$ cat config.mk
export PLATFORM = sky130hd
export DESIGN_NAME = diff_drive_odometry_flat
export DESIGN_NICKNAME = d
export VERILOG_FILES = /design/src/design/dd_odom_pkg.sv /design/src/design/dd_odom_if.sv /design/src/design/diff_drive_odometry.sv /design/src/flat_wrapper.sv
export SDC_FILE = /design/constraint.sdc
export NUM_CORES = 2
export LEC_CHECK = 0
export BUFFER_PORTS_ARGS = -buffer_cell sky130_fd_sc_hd__buf_2
export CORE_MARGIN = 2
export CORE_UTILIZATION = 25
export CTS_BUF_LIST = sky130_fd_sc_hd__clkbuf_16
export CTS_CLUSTER_SIZE = 20
export DETAILED_ROUTE_END_ITERATION = 7
export GPL_ROUTABILITY_DRIVEN = 0
export PLACE_DENSITY = 0.43
export SYNTH_ARGS = -nofsm -noshare
export SYNTH_HDL_FRONTEND = slang
export SYNTH_SLANG_ARGS = --single-unit
$ cat constraint.sdc
create_clock -name clock -period 21.4 [get_ports clock]
set_input_delay 2.14 -clock clock [delete_from_list [all_inputs] [get_ports clock]]
set_output_delay 2.14 -clock clock [all_outputs]
set_load 0.005 [all_outputs]
$ cat src/design/dd_odom_pkg.sv
// Shared constants, state type and CORDIC table for the differential-drive odometry block.
// No dependencies; the interfaces and the top level take their widths from here.
`timescale 1ns / 1ps

package dd_odom_pkg;

   localparam int CORDIC_ITERS = 16;

   // configuration port
   localparam int CSR_IDX_W  = 2;
   localparam int CSR_DATA_W = 24;
   localparam logic [CSR_IDX_W-1:0] CSR_WHEEL_RADIUS    = 2'd0;
   localparam logic [CSR_IDX_W-1:0] CSR_WHEEL_HALF_BASE = 2'd1;
   localparam logic [CSR_IDX_W-1:0] CSR_MAX_SPEED       = 2'd2;

   localparam logic [15:0] RADIUS_RESET    = 16'd4162;
   localparam logic [15:0] HALF_BASE_RESET = 16'd13651;
   localparam logic [23:0] MAX_SPEED_RESET = 24'd6554;

   // arithmetic constants
   localparam logic [31:0] INV_PI_Q30   = 32'd341782638;
   localparam logic [31:0] USEC_PER_SEC = 32'd1000000;
   localparam logic signed [33:0] CORDIC_GAIN = 34'sd652032874;

   // sequencer step counts
   localparam int CNT_W = 7;
   localparam logic [CNT_W-1:0] MUL_STEPS = 7'd32;
   localparam logic [CNT_W-1:0] DIV_STEPS = 7'd64;
   localparam logic [CNT_W-1:0] COR_STEPS = CNT_W'(CORDIC_ITERS);

   // atan(2^-i) as a 2*pi = 2^32 binary angle
   localparam logic [29:0] ATAN_TAB [0:30] = '{
      30'd536870912, 30'd316933406, 30'd167458907, 30'd85004756, 30'd42667331,
      30'd21354465, 30'd10679838, 30'd5340245, 30'd2670163, 30'd1335087,
      30'd667544, 30'd333772, 30'd166886, 30'd83443, 30'd41722, 30'd20861,
      30'd10430, 30'd5215, 30'd2608, 30'd1304, 30'd652, 30'd326, 30'd163,
      30'd81, 30'd41, 30'd20, 30'd10, 30'd5, 30'd3, 30'd1, 30'd1
   };

   typedef enum logic [3:0] {
      ST_IDLE,
      ST_LMUL,
      ST_RMUL,
      ST_CHECK,
      ST_TMUL,
      ST_TDIV,
      ST_QDIV,
      ST_AMUL,
      ST_ADIV,
      ST_VMUL,
      ST_VDIV,
      ST_COR1,
      ST_XMUL,
      ST_YMUL,
      ST_COR2,
      ST_OUT
   } state_type;

endpackage

$ cat src/design/dd_odom_if.sv
// Valid/ready channel interfaces for requests, results and register writes.
// Depends on dd_odom_pkg for the register port widths.
`timescale 1ns / 1ps

interface dd_odom_req_if;
   logic               valid;
   logic               ready;
   logic signed [31:0] left_angle;
   logic signed [31:0] right_angle;
   logic [19:0]        dt_us;

   modport source (output valid, output left_angle, output right_angle, output dt_us,
                   input ready);
   modport sink   (input valid, input left_angle, input right_angle, input dt_us,
                   output ready);
endinterface

interface dd_odom_rsp_if;
   logic               valid;
   logic               ready;
   logic signed [31:0] pos_x;
   logic signed [31:0] pos_y;
   logic signed [31:0] heading;
   logic signed [15:0] quat_z;
   logic signed [15:0] quat_w;
   logic signed [24:0] lin_vel;
   logic signed [31:0] ang_vel;

   modport source (output valid, output pos_x, output pos_y, output heading,
                   output quat_z, output quat_w, output lin_vel, output ang_vel,
                   input ready);
   modport sink   (input valid, input pos_x, input pos_y, input heading,
                   input quat_z, input quat_w, input lin_vel, input ang_vel,
                   output ready);
endinterface

interface dd_odom_csr_if;
   logic                                valid;
   logic                                ready;
   logic [dd_odom_pkg::CSR_IDX_W-1:0]   index;
   logic [dd_odom_pkg::CSR_DATA_W-1:0]  data;

   modport source (output valid, output index, output data, input ready);
   modport sink   (input valid, input index, input data, output ready);
endinterface

$ cat src/design/diff_drive_odometry.sv
// Differential-drive wheel odometry: one sequencer over a shift-add multiplier,
// a restoring divider and a CORDIC rotator. Depends on dd_odom_pkg and dd_odom_if.
//
// Each request carries both absolute wheel angles and the elapsed time. The block takes one
// request at a time: req ready is high only while idle, and it drops until the result has been
// taken. A priming request (the first after reset) or a request with dt_us zero still runs the
// two wheel-distance multiplies and the check, and then finishes with no result. Any other
// request walks a fixed sequence of seven multiplies on the one-bit-per-cycle multiplier, four
// divides on the one-bit-per-cycle divider, the check and two CORDIC passes before the result
// is valid. Register writes are taken at any time but belong in idle periods.
`timescale 1ns / 1ps

module diff_drive_odometry (
   input  logic                clock,
   input  logic                reset,
   dd_odom_req_if.sink         req_chan,
   dd_odom_rsp_if.source       rsp_chan,
   dd_odom_csr_if.sink         csr_chan
);

   // ---------------------------------------------------------------- helpers
   function automatic logic [63:0] abs64(input logic signed [63:0] v);
      abs64 = v[63] ? 64'(-v) : 64'(v);
   endfunction

   function automatic logic signed [15:0] to_q15(input logic signed [33:0] v);
      logic signed [34:0] t;
      logic signed [19:0] s;
      t = 35'(v) + 35'sd16384;
      s = 20'(t >>> 15);
      if (s > 20'sd32767)
         to_q15 = 16'sh7fff;
      else if (s < -20'sd32768)
         to_q15 = 16'sh8000;
      else
         to_q15 = s[15:0];
   endfunction

   // ---------------------------------------------------------------- control state
   dd_odom_pkg::state_type state_ff, state_in;
   logic [dd_odom_pkg::CNT_W-1:0] cnt_ff, cnt_in;
   logic primed_ff, primed_in;

   // configuration
   logic [15:0] radius_ff, radius_in;
   logic [15:0] half_base_ff, half_base_in;
   logic [23:0] max_speed_ff, max_speed_in;

   // odometry state
   logic signed [31:0] prev_l_ff, prev_l_in;
   logic signed [31:0] prev_r_ff, prev_r_in;
   logic signed [31:0] acc_x_ff, acc_x_in;
   logic signed [31:0] acc_y_ff, acc_y_in;
   logic [31:0]        acc_head_ff, acc_head_in;

   // request and intermediate values
   logic signed [31:0] left_ff, left_in;
   logic signed [31:0] right_ff, right_in;
   logic [19:0]        dt_ff, dt_in;
   logic signed [31:0] ldist_ff, ldist_in;
   logic signed [31:0] rdist_ff, rdist_in;
   logic signed [32:0] dc_ff, dc_in;
   logic signed [33:0] diff_ff, diff_in;
   logic [31:0]        turn_ff, turn_in;
   logic [42:0]        qmag_ff, qmag_in;
   logic               qneg_ff, qneg_in;
   logic               qsat_ff, qsat_in;

   // result registers
   logic signed [15:0] quat_z_ff, quat_z_in;
   logic signed [15:0] quat_w_ff, quat_w_in;
   logic signed [24:0] lin_ff, lin_in;
   logic signed [31:0] ang_ff, ang_in;

   // shared multiplier
   logic [63:0] mul_a_ff, mul_a_in;
   logic [31:0] mul_b_ff, mul_b_in;
   logic [63:0] mul_p_ff, mul_p_in;
   logic        mul_neg_ff, mul_neg_in;

   // shared divider (dividend shifts out as quotient shifts in)
   logic [63:0] div_n_ff, div_n_in;
   logic [19:0] div_r_ff, div_r_in;
   logic [19:0] div_d_ff, div_d_in;
   logic        div_neg_ff, div_neg_in;

   // shared CORDIC rotator
   logic signed [33:0] cor_x_ff, cor_x_in;
   logic signed [33:0] cor_y_ff, cor_y_in;
   logic signed [32:0] cor_z_ff, cor_z_in;
   logic               cor_flip_ff, cor_flip_in;

   // ---------------------------------------------------------------- datapath terms
   logic signed [64:0] prod_s;
   logic [20:0]        div_try;
   logic               div_ge;
   logic [20:0]        div_sub;
   logic [4:0]         cor_i;
   logic signed [33:0] cor_dx, cor_dy;
   logic signed [33:0] atan_s;
   logic signed [33:0] cor_xf, cor_yf;
   logic [15:0]        base_eff;
   logic [31:0]        cor_angle;
   logic [31:0]        cor_angle_p;
   logic signed [32:0] dl, dr;
   logic signed [33:0] dsum;
   logic signed [35:0] pos_sum;
   logic signed [34:0] pos_step;
   logic signed [31:0] pos_sat;
   logic [23:0]        lin_mag;
   logic [63:0]        diff_abs;
   logic [63:0]        cor_x_abs, cor_y_abs;
   logic               mul_go, div_go, cor_go;

   always_comb begin
      mul_go = cnt_ff != '0 && cnt_ff <= dd_odom_pkg::MUL_STEPS;
      div_go = cnt_ff != '0 && cnt_ff <= dd_odom_pkg::DIV_STEPS;
      cor_go = cnt_ff != '0 && cnt_ff <= dd_odom_pkg::COR_STEPS;

      prod_s   = mul_neg_ff ? -$signed({1'b0, mul_p_ff}) : $signed({1'b0, mul_p_ff});
      div_try  = {div_r_ff, div_n_ff[63]};
      div_ge   = div_try >= {1'b0, div_d_ff};
      div_sub  = div_ge ? div_try - {1'b0, div_d_ff} : div_try;
      cor_i    = 5'(cnt_ff - 7'd1);
      cor_dx   = cor_y_ff >>> cor_i;
      cor_dy   = cor_x_ff >>> cor_i;
      atan_s   = cor_go ? $signed({4'b0000, dd_odom_pkg::ATAN_TAB[cor_i]}) : 34'sd0;
      cor_xf   = cor_flip_ff ? -cor_x_ff : cor_x_ff;
      cor_yf   = cor_flip_ff ? -cor_y_ff : cor_y_ff;
      base_eff = (half_base_ff == 16'd0) ? 16'd1 : half_base_ff;
      dl       = 33'(ldist_ff) - 33'(prev_l_ff);
      dr       = 33'(rdist_ff) - 33'(prev_r_ff);
      dsum     = 34'(dl) + 34'(dr);
      diff_abs  = abs64(64'(diff_ff));
      cor_x_abs = abs64(64'(cor_x_ff));
      cor_y_abs = abs64(64'(cor_y_ff));
      pos_step = prod_s[64:30];
      pos_sum  = (state_ff == dd_odom_pkg::ST_XMUL) ? 36'(acc_x_ff) + 36'(pos_step)
                                                    : 36'(acc_y_ff) + 36'(pos_step);
      if (pos_sum > 36'sd2147483647)
         pos_sat = 32'sh7fffffff;
      else if (pos_sum < -36'sd2147483648)
         pos_sat = 32'sh80000000;
      else
         pos_sat = pos_sum[31:0];
      lin_mag  = (div_n_ff > {40'd0, max_speed_ff}) ? max_speed_ff : div_n_ff[23:0];
      // rotation angle for the CORDIC pass about to load
      cor_angle = (state_ff == dd_odom_pkg::ST_COR1) ? {acc_head_ff[30:0], 1'b0} + turn_ff
                                                     : acc_head_ff + turn_ff;
      cor_angle_p = cor_angle + 32'h4000_0000;
   end

   // ---------------------------------------------------------------- sequencer
   always_comb begin
      state_in     = state_ff;
      cnt_in       = cnt_ff;
      primed_in    = primed_ff;
      radius_in    = radius_ff;
      half_base_in = half_base_ff;
      max_speed_in = max_speed_ff;
      prev_l_in    = prev_l_ff;
      prev_r_in    = prev_r_ff;
      acc_x_in     = acc_x_ff;
      acc_y_in     = acc_y_ff;
      acc_head_in  = acc_head_ff;
      left_in      = left_ff;
      right_in     = right_ff;
      dt_in        = dt_ff;
      ldist_in     = ldist_ff;
      rdist_in     = rdist_ff;
      dc_in        = dc_ff;
      diff_in      = diff_ff;
      turn_in      = turn_ff;
      qmag_in      = qmag_ff;
      qneg_in      = qneg_ff;
      qsat_in      = qsat_ff;
      quat_z_in    = quat_z_ff;
      quat_w_in    = quat_w_ff;
      lin_in       = lin_ff;
      ang_in       = ang_ff;
      mul_a_in     = mul_a_ff;
      mul_b_in     = mul_b_ff;
      mul_p_in     = mul_p_ff;
      mul_neg_in   = mul_neg_ff;
      div_n_in     = div_n_ff;
      div_r_in     = div_r_ff;
      div_d_in     = div_d_ff;
      div_neg_in   = div_neg_ff;
      cor_x_in     = cor_x_ff;
      cor_y_in     = cor_y_ff;
      cor_z_in     = cor_z_ff;
      cor_flip_in  = cor_flip_ff;

      req_chan.ready = state_ff == dd_odom_pkg::ST_IDLE;
      rsp_chan.valid = state_ff == dd_odom_pkg::ST_OUT;
      csr_chan.ready = 1'b1;

      // register writes; an unknown index is ignored
      if (csr_chan.valid) begin
         case (csr_chan.index)
            dd_odom_pkg::CSR_WHEEL_RADIUS:    radius_in    = csr_chan.data[15:0];
            dd_odom_pkg::CSR_WHEEL_HALF_BASE: half_base_in = csr_chan.data[15:0];
            dd_odom_pkg::CSR_MAX_SPEED:       max_speed_in = csr_chan.data;
            default: ;
         endcase
      end

      // iterate whichever unit the current state owns
      if (state_ff inside {dd_odom_pkg::ST_LMUL, dd_odom_pkg::ST_RMUL, dd_odom_pkg::ST_TMUL,
                           dd_odom_pkg::ST_AMUL, dd_odom_pkg::ST_VMUL, dd_odom_pkg::ST_XMUL,
                           dd_odom_pkg::ST_YMUL} && mul_go) begin
         mul_p_in = mul_p_ff + (mul_b_ff[0] ? mul_a_ff : 64'd0);
         mul_a_in = {mul_a_ff[62:0], 1'b0};
         mul_b_in = {1'b0, mul_b_ff[31:1]};
      end
      if (state_ff inside {dd_odom_pkg::ST_TDIV, dd_odom_pkg::ST_QDIV, dd_odom_pkg::ST_ADIV,
                           dd_odom_pkg::ST_VDIV} && div_go) begin
         div_r_in = div_sub[19:0];
         div_n_in = {div_n_ff[62:0], div_ge};
      end
      if (state_ff inside {dd_odom_pkg::ST_COR1, dd_odom_pkg::ST_COR2} && cor_go) begin
         if (!cor_z_ff[32]) begin
            cor_x_in = cor_x_ff - cor_dx;
            cor_y_in = cor_y_ff + cor_dy;
            cor_z_in = cor_z_ff - 33'(atan_s);
         end else begin
            cor_x_in = cor_x_ff + cor_dx;
            cor_y_in = cor_y_ff - cor_dy;
            cor_z_in = cor_z_ff + 33'(atan_s);
         end
      end

      if (state_ff != dd_odom_pkg::ST_IDLE)
         cnt_in = cnt_ff + 7'd1;

      case (state_ff)
         dd_odom_pkg::ST_IDLE: begin
            cnt_in = '0;
            if (req_chan.valid) begin
               left_in  = req_chan.left_angle;
               right_in = req_chan.right_angle;
               dt_in    = req_chan.dt_us;
               state_in = dd_odom_pkg::ST_LMUL;
            end
         end

         // wheel distances: floor(angle * radius / 2^16)
         dd_odom_pkg::ST_LMUL, dd_odom_pkg::ST_RMUL: begin
            if (cnt_ff == '0) begin
               mul_a_in   = abs64(64'(state_ff == dd_odom_pkg::ST_LMUL ? left_ff : right_ff));
               mul_b_in   = {16'd0, radius_ff};
               mul_p_in   = '0;
               mul_neg_in = (state_ff == dd_odom_pkg::ST_LMUL) ? left_ff[31] : right_ff[31];
            end else if (!mul_go) begin
               if (state_ff == dd_odom_pkg::ST_LMUL) begin
                  ldist_in = prod_s[47:16];
                  state_in = dd_odom_pkg::ST_RMUL;
               end else begin
                  rdist_in = prod_s[47:16];
                  state_in = dd_odom_pkg::ST_CHECK;
               end
               cnt_in = '0;
            end
         end

         // prime on the first request, drop zero elapsed time
         dd_odom_pkg::ST_CHECK: begin
            cnt_in = '0;
            if (!primed_ff) begin
               prev_l_in = ldist_ff;
               prev_r_in = rdist_ff;
               primed_in = 1'b1;
               state_in  = dd_odom_pkg::ST_IDLE;
            end else if (dt_ff == 20'd0) begin
               state_in = dd_odom_pkg::ST_IDLE;
            end else begin
               dc_in     = dsum[33:1];
               diff_in   = 34'(dr) - 34'(dl);
               prev_l_in = ldist_ff;
               prev_r_in = rdist_ff;
               state_in  = dd_odom_pkg::ST_TMUL;
            end
         end

         // turn = trunc(diff * (2^30/pi) / base)
         dd_odom_pkg::ST_TMUL: begin
            if (cnt_ff == '0) begin
               mul_a_in   = diff_abs;
               mul_b_in   = dd_odom_pkg::INV_PI_Q30;
               mul_p_in   = '0;
               mul_neg_in = diff_ff[33];
            end else if (!mul_go) begin
               cnt_in   = '0;
               state_in = dd_odom_pkg::ST_TDIV;
            end
         end

         dd_odom_pkg::ST_TDIV: begin
            if (cnt_ff == '0) begin
               div_n_in   = mul_p_ff;
               div_r_in   = '0;
               div_d_in   = {4'd0, base_eff};
               div_neg_in = mul_neg_ff;
            end else if (!div_go) begin
               turn_in  = div_neg_ff ? -div_n_ff[31:0] : div_n_ff[31:0];
               cnt_in   = '0;
               state_in = dd_odom_pkg::ST_QDIV;
            end
         end

         // q = trunc(diff * 2^16 / base), flag saturation
         dd_odom_pkg::ST_QDIV: begin
            if (cnt_ff == '0) begin
               div_n_in   = {diff_abs[47:0], 16'd0};
               div_r_in   = '0;
               div_d_in   = {4'd0, base_eff};
               div_neg_in = diff_ff[33];
            end else if (!div_go) begin
               qmag_in  = div_n_ff[42:0];
               qneg_in  = div_neg_ff;
               qsat_in  = div_n_ff[63:43] != '0;
               cnt_in   = '0;
               state_in = dd_odom_pkg::ST_AMUL;
            end
         end

         // angular velocity = trunc(q * 10^6 / dt), saturated
         dd_odom_pkg::ST_AMUL: begin
            if (cnt_ff == '0) begin
               mul_a_in   = {21'd0, qmag_ff};
               mul_b_in   = dd_odom_pkg::USEC_PER_SEC;
               mul_p_in   = '0;
               mul_neg_in = qneg_ff;
            end else if (!mul_go) begin
               cnt_in   = '0;
               state_in = dd_odom_pkg::ST_ADIV;
            end
         end

         dd_odom_pkg::ST_ADIV: begin
            if (cnt_ff == '0) begin
               div_n_in   = mul_p_ff;
               div_r_in   = '0;
               div_d_in   = dt_ff;
               div_neg_in = mul_neg_ff;
            end else if (!div_go) begin
               if (qsat_ff)
                  ang_in = qneg_ff ? 32'sh80000000 : 32'sh7fffffff;
               else if (div_neg_ff)
                  ang_in = (div_n_ff > 64'h8000_0000) ? 32'sh80000000 : -div_n_ff[31:0];
               else
                  ang_in = (div_n_ff > 64'h7fff_ffff) ? 32'sh7fffffff : div_n_ff[31:0];
               cnt_in   = '0;
               state_in = dd_odom_pkg::ST_VMUL;
            end
         end

         // linear velocity = trunc(dc * 10^6 / dt), clamped to max_speed
         dd_odom_pkg::ST_VMUL: begin
            if (cnt_ff == '0) begin
               mul_a_in   = abs64(64'(dc_ff));
               mul_b_in   = dd_odom_pkg::USEC_PER_SEC;
               mul_p_in   = '0;
               mul_neg_in = dc_ff[32];
            end else if (!mul_go) begin
               cnt_in   = '0;
               state_in = dd_odom_pkg::ST_VDIV;
            end
         end

         dd_odom_pkg::ST_VDIV: begin
            if (cnt_ff == '0) begin
               div_n_in   = mul_p_ff;
               div_r_in   = '0;
               div_d_in   = dt_ff;
               div_neg_in = mul_neg_ff;
            end else if (!div_go) begin
               lin_in   = div_neg_ff ? -$signed({1'b0, lin_mag}) : $signed({1'b0, lin_mag});
               cnt_in   = '0;
               state_in = dd_odom_pkg::ST_COR1;
            end
         end

         // sine and cosine of the mid-heading, then of the new heading
         dd_odom_pkg::ST_COR1, dd_odom_pkg::ST_COR2: begin
            if (cnt_ff == '0) begin
               // fold the left half-plane onto the right one
               cor_flip_in = cor_angle_p[31];
               cor_z_in    = $signed({~cor_angle_p[31] & cor_angle[31] |
                                      cor_angle_p[31] & ~cor_angle[31],
                                      (cor_angle_p[31] ? cor_angle ^ 32'h8000_0000
                                                       : cor_angle)});
               cor_x_in    = dd_odom_pkg::CORDIC_GAIN;
               cor_y_in    = '0;
               if (state_ff == dd_odom_pkg::ST_COR2)
                  acc_head_in = cor_angle;
            end else if (!cor_go) begin
               cor_x_in = cor_xf;
               cor_y_in = cor_yf;
               cnt_in   = '0;
               if (state_ff == dd_odom_pkg::ST_COR1) begin
                  state_in = dd_odom_pkg::ST_XMUL;
               end else begin
                  quat_z_in = to_q15(cor_yf);
                  quat_w_in = to_q15(cor_xf);
                  state_in  = dd_odom_pkg::ST_OUT;
               end
            end
         end

         // advance the position by floor(dc * cos / 2^30) and floor(dc * sin / 2^30)
         dd_odom_pkg::ST_XMUL, dd_odom_pkg::ST_YMUL: begin
            if (cnt_ff == '0) begin
               mul_a_in   = abs64(64'(dc_ff));
               mul_b_in   = (state_ff == dd_odom_pkg::ST_XMUL) ? cor_x_abs[31:0]
                                                               : cor_y_abs[31:0];
               mul_p_in   = '0;
               mul_neg_in = dc_ff[32] ^ ((state_ff == dd_odom_pkg::ST_XMUL) ? cor_x_ff[33]
                                                                            : cor_y_ff[33]);
            end else if (!mul_go) begin
               cnt_in = '0;
               if (state_ff == dd_odom_pkg::ST_XMUL) begin
                  acc_x_in = pos_sat;
                  state_in = dd_odom_pkg::ST_YMUL;
               end else begin
                  acc_y_in = pos_sat;
                  state_in = dd_odom_pkg::ST_COR2;
               end
            end
         end

         // hold the result until taken
         dd_odom_pkg::ST_OUT: begin
            cnt_in = '0;
            if (rsp_chan.ready)
               state_in = dd_odom_pkg::ST_IDLE;
         end

         default: begin
            cnt_in   = '0;
            state_in = dd_odom_pkg::ST_IDLE;
         end
      endcase
   end

   // result payload comes straight from the pose and result registers
   assign rsp_chan.pos_x   = acc_x_ff;
   assign rsp_chan.pos_y   = acc_y_ff;
   assign rsp_chan.heading = acc_head_ff;
   assign rsp_chan.quat_z  = quat_z_ff;
   assign rsp_chan.quat_w  = quat_w_ff;
   assign rsp_chan.lin_vel = lin_ff;
   assign rsp_chan.ang_vel = ang_ff;

   // ---------------------------------------------------------------- control and state registers
   always_ff @(posedge clock) begin
      if (reset) begin
         state_ff     <= dd_odom_pkg::ST_IDLE;
         cnt_ff       <= '0;
         primed_ff    <= 1'b0;
         radius_ff    <= dd_odom_pkg::RADIUS_RESET;
         half_base_ff <= dd_odom_pkg::HALF_BASE_RESET;
         max_speed_ff <= dd_odom_pkg::MAX_SPEED_RESET;
         prev_l_ff    <= '0;
         prev_r_ff    <= '0;
         acc_x_ff     <= '0;
         acc_y_ff     <= '0;
         acc_head_ff  <= '0;
      end else begin
         state_ff     <= state_in;
         cnt_ff       <= cnt_in;
         primed_ff    <= primed_in;
         radius_ff    <= radius_in;
         half_base_ff <= half_base_in;
         max_speed_ff <= max_speed_in;
         prev_l_ff    <= prev_l_in;
         prev_r_ff    <= prev_r_in;
         acc_x_ff     <= acc_x_in;
         acc_y_ff     <= acc_y_in;
         acc_head_ff  <= acc_head_in;
      end
   end

   // ---------------------------------------------------------------- payload registers
   always_ff @(posedge clock) begin
      left_ff     <= left_in;
      right_ff    <= right_in;
      dt_ff       <= dt_in;
      ldist_ff    <= ldist_in;
      rdist_ff    <= rdist_in;
      dc_ff       <= dc_in;
      diff_ff     <= diff_in;
      turn_ff     <= turn_in;
      qmag_ff     <= qmag_in;
      qneg_ff     <= qneg_in;
      qsat_ff     <= qsat_in;
      quat_z_ff   <= quat_z_in;
      quat_w_ff   <= quat_w_in;
      lin_ff      <= lin_in;
      ang_ff      <= ang_in;
      mul_a_ff    <= mul_a_in;
      mul_b_ff    <= mul_b_in;
      mul_p_ff    <= mul_p_in;
      mul_neg_ff  <= mul_neg_in;
      div_n_ff    <= div_n_in;
      div_r_ff    <= div_r_in;
      div_d_ff    <= div_d_in;
      div_neg_ff  <= div_neg_in;
      cor_x_ff    <= cor_x_in;
      cor_y_ff    <= cor_y_in;
      cor_z_ff    <= cor_z_in;
      cor_flip_ff <= cor_flip_in;
   end

endmodule
$ cat src/flat_wrapper.sv
// flat-port wrapper written by rule: the top's interface ports become plain ports
module diff_drive_odometry_flat 
  (clock, reset, req_chan_valid, req_chan_left_angle, req_chan_right_angle, req_chan_dt_us, req_chan_ready, rsp_chan_valid, rsp_chan_pos_x, rsp_chan_pos_y, rsp_chan_heading, rsp_chan_quat_z, rsp_chan_quat_w, rsp_chan_lin_vel, rsp_chan_ang_vel, rsp_chan_ready, csr_chan_valid, csr_chan_index, csr_chan_data, csr_chan_ready);
  dd_odom_req_if req_chan_i ();
  dd_odom_rsp_if rsp_chan_i ();
  dd_odom_csr_if csr_chan_i ();
  input  logic clock;
  input  logic reset;
  input wire logic [$bits(req_chan_i.valid)-1:0] req_chan_valid;
  input wire logic [$bits(req_chan_i.left_angle)-1:0] req_chan_left_angle;
  input wire logic [$bits(req_chan_i.right_angle)-1:0] req_chan_right_angle;
  input wire logic [$bits(req_chan_i.dt_us)-1:0] req_chan_dt_us;
  output wire logic [$bits(req_chan_i.ready)-1:0] req_chan_ready;
  output wire logic [$bits(rsp_chan_i.valid)-1:0] rsp_chan_valid;
  output wire logic [$bits(rsp_chan_i.pos_x)-1:0] rsp_chan_pos_x;
  output wire logic [$bits(rsp_chan_i.pos_y)-1:0] rsp_chan_pos_y;
  output wire logic [$bits(rsp_chan_i.heading)-1:0] rsp_chan_heading;
  output wire logic [$bits(rsp_chan_i.quat_z)-1:0] rsp_chan_quat_z;
  output wire logic [$bits(rsp_chan_i.quat_w)-1:0] rsp_chan_quat_w;
  output wire logic [$bits(rsp_chan_i.lin_vel)-1:0] rsp_chan_lin_vel;
  output wire logic [$bits(rsp_chan_i.ang_vel)-1:0] rsp_chan_ang_vel;
  input wire logic [$bits(rsp_chan_i.ready)-1:0] rsp_chan_ready;
  input wire logic [$bits(csr_chan_i.valid)-1:0] csr_chan_valid;
  input wire logic [$bits(csr_chan_i.index)-1:0] csr_chan_index;
  input wire logic [$bits(csr_chan_i.data)-1:0] csr_chan_data;
  output wire logic [$bits(csr_chan_i.ready)-1:0] csr_chan_ready;
  assign req_chan_i.valid = req_chan_valid;
  assign req_chan_i.left_angle = req_chan_left_angle;
  assign req_chan_i.right_angle = req_chan_right_angle;
  assign req_chan_i.dt_us = req_chan_dt_us;
  assign req_chan_ready = req_chan_i.ready;
  assign rsp_chan_valid = rsp_chan_i.valid;
  assign rsp_chan_pos_x = rsp_chan_i.pos_x;
  assign rsp_chan_pos_y = rsp_chan_i.pos_y;
  assign rsp_chan_heading = rsp_chan_i.heading;
  assign rsp_chan_quat_z = rsp_chan_i.quat_z;
  assign rsp_chan_quat_w = rsp_chan_i.quat_w;
  assign rsp_chan_lin_vel = rsp_chan_i.lin_vel;
  assign rsp_chan_ang_vel = rsp_chan_i.ang_vel;
  assign rsp_chan_i.ready = rsp_chan_ready;
  assign csr_chan_i.valid = csr_chan_valid;
  assign csr_chan_i.index = csr_chan_index;
  assign csr_chan_i.data = csr_chan_data;
  assign csr_chan_ready = csr_chan_i.ready;
  diff_drive_odometry u_core (.clock(clock), .reset(reset), .req_chan(req_chan_i), .rsp_chan(rsp_chan_i), .csr_chan(csr_chan_i));
endmodule
==> summary.txt <==
Status
  • Run status: finished, final reports clean

Routing
  • WL per Instance: 23.42 um
  • Initial DRC Count: 6,177
  • Vias: 70,300
  • Drc violations: 0
  • Total routed wirelength: 309,000 um
  • Antenna-violating nets left: 0
  • Mean number of vias per cell: 5.327
  • Drt first pass iters: 8

Pwr
  • Sw Share: 0.5146
  • Internal power: between 0.007 and 0.008 W
  • Clock Power Share: 0.156
  • Power Dens Cells: 175.1 nW/um^2
  • Comb power frac: 0.647
  • Seq pwr share: 0.197
  • Lkg Pwr: 33.09 nW
  • Maximum vdd drop: 0.1348 mV
  • Psw: 0.007659 W

STA
  • Fin. max-slew vios: 0
  • Min Tclk post-route: between 8000 and 9000 ps
  • Least-Margin Pin Slew: 1332 ps
  • RSZ-0062 raised after global routing: false
  • Setup Viol. Count Final: 0
  • Final Skew: 72.31 ps
  • Final hold vios: 0
  • Slew headroom: 0.1027
  • Hold slack: 450.0 ps
  • Setup tns final: 0 ps
  • Upper clock frequency limit: between 100 and 150 MHz
  • Final worst path period share: 0.4114

CTS
  • Inserted Clock Buffers: 136
  • Reg clk slew, reported paths: roughly 50 ps
  • Clk_lat worst skew: 830 ps
  • Bufs on Longest Clock Path: 4
  • Total clock sinks: 977
  • Quantity of gates resized following cts: 0
  • CTS tree: yes
  • Root buffer cell: clkbuf_16
  • Post-CTS setup buffer count: 0
  • H-tree levels: 4
  • Hold_buf cts: 0

Cells and area
  • Final Util: 0.2841
  • Filler Cell Count: 32,160
  • Layout Nets: ~9,700
  • Finished Layout Cells: 13,200
  • Share of layout cells above drive strength 1: 0.09813
  • Area growth, synth to finish: 13.23%

Logic synthesis
  • Synth Cell Area: 75,080 sq um
  • Sequential element share of the synthesized area: 0.3181
  • Syn Nets: around 9,700
  • Most frequent cells after synthesis: nand2_1 (1,257), a21oi_1 (799), nor2_1 (694), dfxtp_1 (545), o21ai_0 (526)
  • Post-synth EDFFs: 432
  • Top cells by area, synth: edfxtp_1 (17%), dfxtp_1 (15%), ha_1 (7.6%)
  • FFs w/ async S/R, synth: 0
  • Area leader, netlist: edfxtp_1
  • Count leader, synth: nand2_1
  • Flop and latch count out of synthesis: 977
  • Post-synth top flop: dfxtp_1
  • Share of the synthesized area in the top cell type: 0.1728
  • Mean Syn Cell Area: ~8.2 sq um
  • Post-Syn Instances: between 9,000 and 10,000
  • Ys Warns: 0
  • Distinct cells, synth: 109

Setup path
  • Crit-path cells: inv_2 -> buf_4 -> ha_4 -> buf_4 -> mux2i_1 -> mux2i_1 -> mux4_2 -> a222oi_1 -> nand2_1 -> nor3_1 -> nor2_1 -> xnor2_1 -> ha_1 -> o21a_1 -> a2111oi_0 -> a211oi_1 -> nor2_1 -> o31ai_1 -> or2_2 -> or3_1 -> a21oi_1 -> xnor2_1 -> a221o_1
  • Crit Path Class: reg -> reg
  • Slowest stage cell, crit path: ha_4
  • Crit path largest cell delay: slightly below 800 ps
  • Type of origin of the critical path: flip-flop
  • Required @ worst endpoint: approximately 22,000 ps
  • Critical path arrival: 9490 ps
  • Worst-path maximum fanout: 64
  • Worst Setup End Kind: flip-flop

Global routing
  • Vias in the first global route: 67,840
  • First-pass GRT wire length: 450,900 um
  • Met3 Use GR: 0.02320
  • GRT met2 Usage: 0.3222
  • GRT overflow: 0
  • Met1 Usage GRT: 0.2434
  • Total GRT Usage: 0.1932
  • Initial antenna violation count: 13
  • Most used routing layer: met2
  • Largest net degree at the start of global routing: 83

Job
  • Max-Cap Viols: 0

Floorplan
  • Die Height: 552 um
  • IO Count: 303
  • FP Rows: 201
  • Core Box Area: 299,300 sq um
  • Die Area: around 300,000 sq um
  • Die Wd: 552 um
  • Starting Density: 0.2509

Place
  • DP Cell Count: about 13,000
  • DP Wirelength: between 200,000 and 250,000 um
  • Port buffer count: between 300 and 400

Worst hold path
  • Worst Hold Class: reg -> reg
[state kept, by name (all words and copies together) (netlist names), 33 cells and up]
signal           cells
u_core.dc_ff        33
u_core.diff_ff      34
u_core.cor_y_ff     34
u_core.qmag_ff      43
u_core.mul_a_ff     64
u_core.cor_z_ff     33
u_core.cor_x_ff     34
u_core.mul_p_ff     64
u_core.div_n_ff     64
[cell families (layout without fill, tap and decap cells)]
group | count (synthesis) | in the layout | share of synthesized area
flip-flops | 977 | 977 | 0.3181
buffers and inverters | 888 | 993 | 0.04551
AND/OR/NAND/NOR | 3048 | 3048 | 0.1877
multiplexers | 350 | 350 | 0.05773
adder cells (fa/ha/maj) | 467 | 467 | 0.07903
AO/OA/AOI/OAI | 2643 | 2643 | 0.2239
XOR/XNOR | 754 | 754 | 0.08796
other | 1 | 5 | 0.00004995
[critical path: cells and delay by family, from the launching register on]
family	cells	cell delay, ps
XOR/XNOR	2	260
AND/OR/NAND/NOR	6	1730
buffers and inverters	3	1320
adder cells (fa/ha/maj)	2	1130
flip-flops	1	440
multiplexers	3	1320
AO/OA/AOI/OAI	7	2430
[layer usage]
metal,wire (um),up-vias
met1,131400,34220
met4,17720,2
met5,12,-
met3,16080,601
met2,143800,2337
li1,-,33140
[final timing paths]
| kind | endpoint | cells past startpoint | start | slack (ps) |
|---|---|---|---|---|
| setup / recovery | u_core.cor_y_ff[27] | 23 | u_core.cnt_ff[0] | 12600 |
| hold / removal | u_core.mul_a_ff[40] | 2 | u_core.qmag_ff[40] | 450 |
| setup reg to reg | u_core.cor_y_ff[27] | 23 | u_core.cnt_ff[0] | 12600 |
| hold reg to reg | u_core.mul_a_ff[40] | 2 | u_core.qmag_ff[40] | 450 |
[layout make-up]
type                       instances  area, sq um  area share
antenna                            4        10.01   0.0001177
clock buffer                     141         3528     0.04151
clock inverter                   106        890.9     0.01048
inverter                         312         1171     0.01378
multi-input combinational       7263        48050      0.5653
sequential                       977        23890      0.2810
tap                             3958         4952     0.05826
timing repair buffer             434         2511     0.02954
[placed cells by master, fill, tap and decap left out, drive strengths merged, types with 68 or more instances in the layout]
cell type	count
a21o	214
nor3	165
edfxtp	432
inv	336
dfxtp	545
ha	455
xor2	302
nand2	1258
o21a	70
nand2b	77
a31oi	130
nand3	180
mux2i	217
buf	434
a211oi	170
or3	109
a21oi	799
o21ai	572
clkbuf	141
nor2b	78
and2	109
nand4	68
mux2	74
nor2	695
o31ai	91
xnor2	452
[power by group through the flow]
stage	registers, W	clock network, W	logic, W
6_report	0.00293	0.00232	0.00963
3_3_place_gp	0.00295	0	0.00947
4_1_cts	0.00291	0.00239	0.00959
2_1_floorplan	0.00266	0	0.00679
3_5_place_dp	0.00295	0	0.00951
5_1_grt	0.00295	0.00245	0.0105
[per-stage QoR]
stage	cell area, sq um	total power [W]	worst slack (ps)
floorplan	75080	0.009450	13630
global placement	80580	0.01242	12830
detailed placement	80580	0.01246	12670
CTS	85000	0.01490	12640
global route	85000	0.01588	11960
finish	85010	0.01489	12600
No activity file was read; power rests on OpenSTA's default activity.
